==> src/rtl/assert_macros.svh <==
// Assertion macros for the RTL file that checks its own behavior.
`ifndef ASSERT_MACROS_SVH
`define ASSERT_MACROS_SVH

// Clocked check on clk, switched off while rst_n is low.
`define ASSERT_CLK(label, prop, msg) \
  label: assert property (@(posedge clk) disable iff (!rst_n) prop) else $error(msg);

// Clocked implication check on clk, switched off while rst_n is low.
`define ASSERT_IMPL(label, cond, prop, msg) \
  label: assert property (@(posedge clk) disable iff (!rst_n) (cond) |-> (prop)) \
    else $error(msg);

`endif

==> src/rtl/spe_pkg.sv <==
// Types and constants shared by the sigmoid spectrum evaluator modules.
`default_nettype none
package spe_pkg;

  localparam int N_W        = 16;   // bits of the half-sigmoid offset
  localparam int ACC_W      = 100;  // width of the search accumulators
  localparam int D_W        = 63;   // width of 2^32 + |x|^2
  localparam int NUM_W      = 95;   // width of |x|^2 * 2^32
  localparam int SIG_W      = 17;
  localparam int GAIN_W     = 24;
  localparam int SRCH_STEPS = 16;

  localparam logic [SIG_W-1:0] SIG_HALF = 17'd32768;
  localparam logic [SIG_W-1:0] SIG_ONE  = 17'd65536;
  localparam logic [SIG_W-1:0] SIG_ZERO = 17'd0;

  // One classified request as it waits between front and back.
  typedef struct packed {
    logic              clamped;
    logic              neg;
    logic [GAIN_W-1:0] gain;
    logic [NUM_W-1:0]  num2;
    logic [D_W-1:0]    d;
  } work_t;

  // Request plus the running state of the bit-by-bit search.
  typedef struct packed {
    work_t            w;
    logic [N_W-1:0]   n;
    logic [ACC_W-1:0] p;
    logic [ACC_W-1:0] qd;
  } srch_t;

endpackage
`default_nettype wire

==> src/rtl/spe_queue.sv <==
// Short request queue between the front and back parts.
`default_nettype none
module spe_queue #(
  parameter int DEPTH = 4
) (
  input  wire logic                         clk,
  input  wire logic                         rst_n,
  input  wire logic                         push,
  input  wire spe_pkg::work_t               item_i,
  input  wire logic                         pop,
  output spe_pkg::work_t                    item_o,
  output logic                              empty,
  output logic                              full,
  output logic [$clog2(DEPTH+1)-1:0]        cnt
);

  localparam int PTR_W = $clog2(DEPTH);
  localparam int CNT_W = $clog2(DEPTH+1);
  localparam logic [PTR_W-1:0] PTR_LAST = PTR_W'(DEPTH - 1);
  localparam logic [CNT_W-1:0] CNT_FULL = CNT_W'(DEPTH);

  spe_pkg::work_t    mem_r [DEPTH];
  logic [PTR_W-1:0]  wr_ptr_r, rd_ptr_r;
  logic [CNT_W-1:0]  cnt_r;

  assign empty  = cnt_r == '0;
  assign full   = cnt_r == CNT_FULL;
  assign cnt    = cnt_r;
  assign item_o = mem_r[rd_ptr_r];

  always_ff @(posedge clk) begin
    if (!rst_n) begin
      wr_ptr_r <= '0;
      rd_ptr_r <= '0;
      cnt_r    <= '0;
    end else begin
      if (push) begin
        wr_ptr_r <= (wr_ptr_r == PTR_LAST) ? '0 : wr_ptr_r + 1'b1;
      end
      if (pop) begin
        rd_ptr_r <= (rd_ptr_r == PTR_LAST) ? '0 : rd_ptr_r + 1'b1;
      end
      if (push && !pop) begin
        cnt_r <= cnt_r + 1'b1;
      end else if (pop && !push) begin
        cnt_r <= cnt_r - 1'b1;
      end
    end
  end

  always_ff @(posedge clk) begin
    if (push) begin
      mem_r[wr_ptr_r] <= item_i;
    end
  end

endmodule
`default_nettype wire

==> config.mk <==
export PLATFORM = sky130hd
export DESIGN_NAME = spe_queue
export DESIGN_NICKNAME = d
export VERILOG_FILES = /design/src/rtl/assert_macros.svh /design/src/rtl/spe_pkg.sv /design/src/rtl/spe_queue.sv
export SDC_FILE = /design/constraint.sdc
export NUM_CORES = 1
export LEC_CHECK = 0
export ABC_AREA = 1
export BUFFER_PORTS_ARGS = -buffer_cell sky130_fd_sc_hd__buf_2
export CORE_MARGIN = 2
export CORE_UTILIZATION = 30
export DETAILED_ROUTE_END_ITERATION = 10
export PLACE_DENSITY = 0.58
export SETUP_SLACK_MARGIN = 0.3
export SLEW_MARGIN = 5
export SYNTH_ARGS = -nofsm -noshare
export SYNTH_HDL_FRONTEND = slang
export SYNTH_SLANG_ARGS = --single-unit
export TNS_END_PERCENT = 5
==> constraint.sdc <==
create_clock -name clk -period 5.5 [get_ports clk]
set_clock_uncertainty 0.2 [all_clocks]
set_input_delay 0.275 -clock clk [delete_from_list [all_inputs] [get_ports clk]]
set_output_delay 0.275 -clock clk [all_outputs]
set_load 0.05 [all_outputs]
* Yosys cells after proc, flatten, opt, wreduce, memory -nomap -nowiden
Memories as Yosys holds them, arrays and structs flattened. A register that Yosys moved wholly into a read port is not among the register bits.
Cells that the tools add are included.
** Operators by class
- Add/subtract/negate cells :: 4
- Eq/ne operators :: 3
- Multiplexer cells :: 8
- Reduce and logical (&&, ||, !) cells :: 6
** Operators by type and width (count)
- 2-bit two-way mux :: 4
- 3-bit two-way mux :: 2
- 2-bit by 1-bit adder with 2-bit output (second input constant) :: 2
- 2-bit equality test (second input constant) :: 2
- 3-bit by 1-bit adder with 3-bit output (second input constant) :: 1
- 3-bit equality test (second input constant) :: 1
- 3-bit zero test :: 1
- 3-bit by 1-bit subtractor with 3-bit output (second input constant) :: 1
- 1-bit logical AND :: 2
- 1-bit zero test :: 2
- 1-bit two-way mux :: 2
- 2-bit nonzero test :: 1
** Word-level totals
- Register bits :: 7
- Bits in writable memories :: 736
- Input port bits :: 188
- Output and inout port bits :: 189
- Word-level logic and storage cells :: 25
- Memories :: 1
** Memories
- mem_r :: depth 4, width 184, read ports 1, clocked after memory_dff 1, write ports 1, line spe_queue.sv:22 : spe_pkg::work_t mem_r [DEPTH];

* Logic depth before layout (Yosys ltp)
- Depth after elaboration :: 4
- Depth in mapped cells :: 10
- Depth with buffers taken out :: 10

* Worst setup path after synthesis
OpenSTA, ideal clock, no wires.
- Path type :: register -> register
- Start point :: register wr_ptr_r[0]
- End point :: memory mem_r[3][0] in the netlist's numbering, enable pin
- Setup time :: 536 ps
- Data arrival time :: 4126 ps
- Data required time :: 4764 ps
- Setup slack :: 638 ps
- Stages on the path, launching flop included :: 4
- Buffers on the path :: 0
- Period minus slack after synthesis :: 4862 ps
- Path through :: dfxtp_1 -> ha_1 -> nand2_1 -> inv_1
** RTL lines
- start: declaration :: line spe_queue.sv:23 : logic [PTR_W-1:0] wr_ptr_r, rd_ptr_r;
- start signal: assignment :: line spe_queue.sv:38 : wr_ptr_r <= (wr_ptr_r == PTR_LAST) ? '0 : wr_ptr_r + 1'b1;
- end: declaration :: line spe_queue.sv:22
No word-level cell before the write port.

==> impl_metrics.tcl <==
set metrics [dict create \
    setup_tns_ns 0 \
    vdd_drop_max_mv 0.2638 \
    antenna_found_initial 13 \
    synthMuxAreaShare_pct 0 \
    drv_cap 0 \
    clock_path_buffers 3 \
    worstPathMaxFanout 168 \
    drtIter0Drc 1461 \
    wl_per_cell_um 18.90 \
    min_path_type "input port to register" \
    clk_latency_ns 0.63 \
    root_buffer "clkbuf_16" \
    numClockSinks 745 \
    via_count 17400 \
    slew_viol_final 0 \
    grt_pass1_vias 17890 \
    status "complete, no violations" \
    power_per_cell_area_nw_per_um2 391.2 \
    coreArea_sq_um 91660 \
    fin_crit_sh_pct 67.60 \
    synth-simple-area-share_pct 5.309 \
    remaining_drc_errors 0 \
    seq_area_frac_synth_pct 80.32 \
    synth_top_family_by_area "compound AO/OA/AOI/OAI gates" \
    rr_startpoint "wr_ptr_r[0]" \
    htreeDepth 3 \
    tightestPinTransition_ns 1.155 \
    rrSetupSlack_ns 2.92 \
    worst_ep_arrival_time_ns 3.24 \
    grt_max_degree 185 \
    drt-total-wl_mm 68.64 \
    relSlewSlack_pct 22.98 \
    final_core_util_pct 38.20 \
    avgSynthCellArea_sq_um 15.09 \
    path_class "register to output port" \
    routabilityCongestion 0.7318 \
    yosys_warnings 0 \
    grtUsageTotal_pct 14.04 \
    worstReg2RegEnd "mem_r[1][139]" \
    grt_pass1_wl_mm 102.5 \
    syn_area_sq_um 27740 \
    fp.dieH_um 308.1 \
    via_per_inst 4.792 \
    cts_made_buffers 81 \
    overflow 0 \
    rows 111 \
    max_freq_mhz 269.0 \
    start_util_pct 30.26 \
    dieArea_sq_um 94920 \
    synth_compound_area_share_pct 10.90 \
    nFillCells 8545 \
    io_pins 377 \
    area_delta_synth_final_pct 26.21 \
    startpoint_type "register" \
    leakagePower_nw 12.08 \
    final.min_clock_period_ns 3.718 \
    setup_viol 0 \
    syn_inst 1838 \
    synth_xor_xnor_area_share_pct 0.03157 \
    critPathCaptureType "output port" \
    r2r_cells 4 \
    hold_viol 0 \
    cts_tree "done" \
    synth-seq-cells 745 \
    synth_adder_area_share_pct 0.3428 \
    io_buffer_count 376 \
    first_pass_iters 5 \
    final_nets 2573 \
    dpl.hpwl_mm 36.86 \
    postRouteAntennaNets 0 \
    cp.required_ns 5.03 \
    ys_types 23 \
    crit_path_end "item_o[181]" \
    rsz0062_at_grt "false" \
    syn_nets 2033 \
    drive_gt1_share_pct 20.49 \
    die_w_um 308.1 \
    cts.clk_slew.worst_paths_ns 0.06 \
]
==> synth_stat cells (all sizes together) <==
cell type	count	area, sq um
ha	6	75.07
dfxtp	9	180.2
nor2	376	1411
o22ai	184	1151
buf	58	554.3
inv	16	67.56
a21oi	3	15.01
o21ai	371	1857
edfxtp	736	22100
xor2	1	8.760
clkbuf	63	237.7
fa	1	20.02
nor3	4	20.02
nand2	8	30.03
nand3	1	5.000
nand4	1	6.260
==> per-stage QoR <==
stage	power, W	worst slack [ns]	std cells	area [sq um]	hold WS (ns)
detailed placement	0.008549	2.607	3292	30580	0.2902
floorplan	0.008016	0.6375	1838	27740	0.1739
finish	0.01370	1.782	3631	35010	0.1859
CTS	0.01386	1.877	3626	35000	0.1179
global route	0.01420	1.617	3631	35010	0.1404
global placement	0.008506	2.688	3292	30580	0.2833
==> where the power goes <==
group	total [W]	internal [W]	switching (W)	leakage (nW)
Clock	0.00517	0.00298	0.00219	1.23
Combinational	0.00196	0.000471	0.00149	4.02
Sequential	0.00657	0.00650	0.0000674	6.84
==> registers in the layout, indices dropped and copies added (netlist names), named ones only <==
name and cells:
cnt 3, wr_ptr_r 2, rd_ptr_r 2, mem_r 736
==> per-layer routing <==
metal / up-vias / wire length [um] / track usage, %
met5: - / 86 / 0
met4: 14 / 1615 / 4.379
met3: 118 / 4805 / 4.418
met2: 471 / 33720 / 24.07
met1: 8720 / 28410 / 16.80
li1: 8078 / - / -
==> how the worst min path moves through the flow <==
stage / startpoint / to / slack [ns] / cells after the start
after floorplan: item_i[0] / mem_r[0][0] / 0.17 / 0
after CTS: item_i[78] / mem_r[1][78] / 0.12 / 2
after global routing: item_i[86] / mem_r[0][86] / 0.14 / 2
final: item_i[54] / mem_r[0][54] / 0.19 / 2
after global placement: item_i[19] / mem_r[3][19] / 0.28 / 1
after detailed placement: item_i[54] / mem_r[0][54] / 0.29 / 1
==> worst max-delay path, stage by stage, from the launching register on <==
cell	delay [ns]
dfxtp_4	0.71
clkinv_8	0.46
buf_12	0.35
o21ai_0	0.40
o22ai_1	0.12
buf_2	0.23
==> final cells by class <==
| class | count | area, sq um | area share (%) |
|---|---|---|---|
| Antenna cell | 5 | 12.51 | 0.03574 |
| Clock buffer | 106 | 2121 | 6.057 |
| Clock inverter | 39 | 402.9 | 1.151 |
| Inverter | 16 | 107.6 | 0.3073 |
| Multi-Input combinational cell | 956 | 4599 | 13.14 |
| Sequential cell | 745 | 22290 | 63.66 |
| Tap cell | 1186 | 1484 | 4.238 |
| Timing Repair Buffer | 578 | 3996 | 11.41 |
==> what timing repair did <==
item | 4_1_cts | 5_1_grt
hold endpoints to repair | 745 | 0
buffers inserted | 0 | 0
resized for setup | 0 | 0
hold buffers | 189 | 0
==> cell usage in the layout, fill, tap and decap left out, types with 17 or more instances in the layout <==
| cell | count |
|---|---|
| buf_2 | 376 |
| edfxtp_1 | 736 |
| o21ai_1 | 114 |
| clkinv_1 | 17 |
| clkbuf_1 | 25 |
| o21ai_0 | 257 |
| o22ai_1 | 184 |
| dlygate4sd3_1 | 189 |
| clkbuf_16 | 81 |
| nor2_1 | 376 |
==> kinds of logic after synthesis <==
kind of cell	after synthesis
xor+xnor	1
buf+inv	137
simple gates	390
fa+ha+maj	7
flops	745
compound gates	558
Power figures use the tool's default switching activity.
